===== src/rtl/core/overwriting_message_ring_queue_unit_macros.svh =====
// assertion macros shared by the ring queue rtl
// depends on nothing; expects clk and rst_n in the including module
`ifndef OVERWRITING_MESSAGE_RING_QUEUE_UNIT_MACROS_SVH
`define OVERWRITING_MESSAGE_RING_QUEUE_UNIT_MACROS_SVH

// same-cycle implication
`define ORMQ_ASSERT_NOW(label, ante, cons, msg) \
    label: assert property (@(posedge clk) disable iff (!rst_n) (ante) |-> (cons)) \
        else $error(msg);

// next-cycle implication
`define ORMQ_ASSERT_NEXT(label, ante, cons, msg) \
    label: assert property (@(posedge clk) disable iff (!rst_n) (ante) |=> (cons)) \
        else $error(msg);

`endif


===== src/rtl/core/ormq_ram.sv =====
// generic single write port, single read port ram with registered read
// no dependencies; read data holds while no read is enabled
module ormq_ram #(
    parameter int  WIDTH = 8,
    parameter int  DEPTH = 16,
    localparam int AW    = $clog2(DEPTH)
) (
    input  logic             clk,
    input  logic             we,
    input  logic [AW-1:0]    waddr,
    input  logic [WIDTH-1:0] wdata,
    input  logic             re,
    input  logic [AW-1:0]    raddr,
    output logic [WIDTH-1:0] rdata
);

    logic [WIDTH-1:0] mem [DEPTH];
    logic [WIDTH-1:0] rdata_reg;

    always_ff @(posedge clk)
    begin
        if (we)
        begin
            mem[waddr] <= wdata;
        end
        if (re)
        begin
            rdata_reg <= mem[raddr];
        end
    end

    assign rdata = rdata_reg;

endmodule


===== config.mk =====
export PLATFORM = sky130hd
export DESIGN_NAME = ormq_ram
export DESIGN_NICKNAME = d
export VERILOG_FILES = /design/src/rtl/core/overwriting_message_ring_queue_unit_macros.svh /design/src/rtl/core/ormq_ram.sv
export SDC_FILE = /design/constraint.sdc
export NUM_CORES = 1
export LEC_CHECK = 0
export BUFFER_PORTS_ARGS = -buffer_cell sky130_fd_sc_hd__buf_4
export CAP_MARGIN = 10
export CELL_PAD_IN_SITES_DETAIL_PLACEMENT = 0
export CELL_PAD_IN_SITES_GLOBAL_PLACEMENT = 1
export CORE_MARGIN = 8
export CORE_UTILIZATION = 50
export DETAILED_ROUTE_END_ITERATION = 8
export PLACE_DENSITY = 0.78
export REMOVE_ABC_BUFFERS = 1
export SYNTH_ARGS = -nofsm -noshare
export SYNTH_HDL_FRONTEND = slang
export SYNTH_SLANG_ARGS = --single-unit

===== constraint.sdc =====
create_clock -name clk -period 2.5 [get_ports clk]
set_input_delay 0.375 -clock clk [delete_from_list [all_inputs] [get_ports clk]]
set_output_delay 0.375 -clock clk [all_outputs]
set_load 0.01 [all_outputs]

==> results.txt <==
The clock transition at the register clock pins on the worst setup and hold paths after CTS is 60 ps. The number of placed instances, taps included came out at 397. The total die area is 13,980 µm². In the global route stage, met3 resource usage came out at 0.03903. The final cell count without fillers is 429. The worst setup path is captured at a flop. The number of distinct library cells after synthesis came out at 18.

In the global route stage, met1 resource usage came out at 0.2042. Once the clock tree was built, the resizer swapped 0 gates to a different size. The synthesized design spends more area on one cell type than any other, namely sky130_fd_sc_hd__edfxtp_1. The type of the worst setup path is reg2reg. The count of nets left with antenna violations once routing finished came out at 0. The quantity of I/O buffers inserted on ports came out at 26. The reported max-cap violation count came out at 0.

After detailed routing, the number of remaining DRC violations is 0. The synthesized flop and latch total came out at 136. In this run the tightest slew margin relative to its limit is 0.3901. The leakage power total is 2.068 nW. The sink count of the clock tree is 136. The weighted congestion at the end of routability-driven global placement came out at 0.7093.

Entering global routing, the biggest net connects 33 pins. The class of the tightest hold or removal check is in2reg. The half-perimeter wire length of the detailed placement result is 6165 µm. The cell with the largest stage delay on the worst path is sky130_fd_sc_hd__mux4_1. The largest stage delay on the critical path came out at 500 ps. The met2 layer usage reported by global route is 0.2256.

A synthesized cell averages 22.83 µm². The number of antenna violations at the first check in global routing is 0. The register area share after synthesis came out at 0.7812. The violation count after the first detailed-route iteration is 244. The overall power after layout came out at 4.957 mW. Setup repair after global routing left no endpoint under its margin. The worst supply voltage drop on vdd is 0.3985 mV. From synthesis to final layout, the design area changed by 17.81%.

The worst setup path is launched from a flop. Summing every instance area after synthesis gives 5228 µm². In the finished design, the share of the clock period the worst path needs comes to 0.6242. At the pin with the least slew margin, the transition time is 911.5 ps.

In this run the worst path has a maximum fanout of 1. The number of setup buffers added after CTS is 0. The placeable core area came out at 10,230 µm². The share of cells above drive strength 1 came out at 0.3072. The final global-route overflow total is 0. The site row count came out at 37. The number of global-route vias before repair came out at 2,579. The first global-routing pass estimated 15,250 µm of wire.

0 antenna diodes ended up in the layout. Dividing the detail-routed wire length by the instance count gives 22.72 µm. The die width came out at 118.3 µm. The share of synthesized area in the top cell type comes to 0.7812.

Summed over all layers, the routed wires come to 9749 µm. Traced cell by cell, the critical path runs through mux4_1 > a22oi_1 > nand2_1. The cell sitting at the root of the clock tree is a sky130_fd_sc_hd__clkbuf_8. The H-tree depth came out at 4.

TritonCTS built the clock tree. The clock insertion delay at the later pin of the skew report is 510 ps. The detailed router placed 2,430 vias in this run. The yosys synthesis warning count came out at 0.

The power per cell area came out at 804.9 nW/µm². The initial utilization of the core area, before any placement, comes to 0.5109. The cell count after synthesis came out at 229.

The flip-flop count of the largest register, all copies and words added came out at 128. The arrival time at the worst endpoint came out at 1790 ps. The required time of the worst setup path is 2730 ps. The count of fill cells added during filler insertion came out at 756. The number of hold buffers added after CTS was 0. By area the synthesized netlist is led by sky130_fd_sc_hd__edfxtp_1 78%, sky130_fd_sc_hd__mux4_2 7.8%, sky130_fd_sc_hd__mux4_1 7.0%, sky130_fd_sc_hd__a22oi_1 2.3%, sky130_fd_sc_hd__nor2_1 0.93%.

The number of top-level pins is 27. The number of clock buffers added by TritonCTS is 17. The shortest period the worst path allows came out at 1561 ps. The final count of hold timing violations is 0. The clock tree buffer depth is 2. The sum of negative setup slack is 0 ps. The number of detailed-route iterations in the first pass is 4.

The run finished with clean final reports. The setup-violating endpoint count in the final report is 0. The layer carrying the most global-route usage is met2.

The top achievable clock speed came out at 640.8 MHz. The layout net count came out at 299. The total routing resource utilization after global routing came out at 0.1489. The clock tree skew after final layout is 7.087 ps.

The max-slew violation count was 0. The via density per instance came out at 5.664. The floorplan step set the die height to 118.3 µm.
-- critical path: cells and delay by family (launching register included) --
family          cells  cell delay (ps)
flops               1              360
simple gates        1              150
mux                 1              500
compound gates      1              270
-- final timing paths --
| check | start | to | slack, ps | depth (start not counted) |
|---|---|---|---|---|
| worst min-delay path | wdata[4] | mem[2][4] | 170 | 1 |
| worst min register to register | mem[11][5] | rdata[5] | 760 | 3 |
| worst max-delay path | mem[8][3] | rdata[3] | 940 | 3 |
| worst max register to register | mem[8][3] | rdata[3] | 940 | 3 |
-- synthesized netlist by cell type (all sizes together) --
cell	number
nor2b	1
and2	1
or3b	1
and2b	1
nor2	13
clkdlybuf4s25	3
nand2b	2
nand2	9
buf	7
nand3b	2
a22oi	16
mux4	32
nand3	1
edfxtp	136
nor3	4
-- cell families (layout without fill, tap and decap cells) --
logic type / Yosys count / after routing / share of synthesized area
buffers and inverters: 10 / 74 / 0.01651
flip-flops: 136 / 136 / 0.7812
AND/OR/NAND/NOR: 35 / 35 / 0.03136
multiplexers: 32 / 32 / 0.1479
AO/OA/AOI/OAI: 16 / 16 / 0.02298
-- final cells by class --
class                           count  area, µm²  share of cell area
Sequential cell                   136       4084              0.6631
Tap cell                          136      170.2             0.02763
Timing Repair Buffer               42      327.8             0.05323
Clock buffer                       17      414.1             0.06725
Multi-Input combinational cell     83       1057              0.1717
Clock inverter                     15      105.1             0.01707
-- power breakdown --
part / total (mW) / leakage, nW / switching, mW / internal (mW)
registers: 2.58 / 1.24 / 0.0128 / 2.57
clock network: 2.13 / 0.247 / 0.915 / 1.21
logic: 0.246 / 0.585 / 0.134 / 0.111
total: 4.96 / 2.07 / 1.06 / 3.89
-- layer usage --
metal / wire length [µm] / part of all wire
met1: 4567 / 0.47
met2: 4549 / 0.47
met5: 0 / 0
met4: 95 / 0.0097
met3: 537 / 0.055
-- metrics by stage --
stage	util	worst slack (ps)	instance area, µm²	hold WS (ps)
global placement	0.5512	497.1	5639	673.0
global route	0.6019	884.2	6158	154.8
detailed placement	0.5512	490.6	5639	681.1
finish	0.6019	939.4	6158	168.4
CTS	0.6019	928.5	6158	145.9
floorplan	-	632.1	5141	473.9
-- layout by cell type (no fill, tap or decap) --
| cell | count |
|---|---|
| sky130_fd_sc_hd__and2b_1 | 1 |
| sky130_fd_sc_hd__nand3b_1 | 2 |
| sky130_fd_sc_hd__nand2b_1 | 2 |
| sky130_fd_sc_hd__nand2_1 | 9 |
| sky130_fd_sc_hd__or3b_2 | 1 |
| sky130_fd_sc_hd__buf_4 | 41 |
| sky130_fd_sc_hd__clkbuf_16 | 16 |
| sky130_fd_sc_hd__mux4_1 | 14 |
| sky130_fd_sc_hd__edfxtp_1 | 136 |
| sky130_fd_sc_hd__and2_1 | 1 |
| sky130_fd_sc_hd__inv_6 | 3 |
| sky130_fd_sc_hd__nor2b_1 | 1 |
| sky130_fd_sc_hd__clkinv_4 | 4 |
| sky130_fd_sc_hd__nor2_1 | 13 |
| sky130_fd_sc_hd__mux4_2 | 18 |
| sky130_fd_sc_hd__nor3_1 | 4 |
| sky130_fd_sc_hd__clkbuf_8 | 1 |
| sky130_fd_sc_hd__buf_12 | 1 |
| sky130_fd_sc_hd__clkinvlp_4 | 3 |
| sky130_fd_sc_hd__clkinv_2 | 2 |
| sky130_fd_sc_hd__a22oi_1 | 16 |
| sky130_fd_sc_hd__nand3_1 | 1 |
| sky130_fd_sc_hd__clkinv_1 | 3 |
Power figures use the tool's default switching activity.
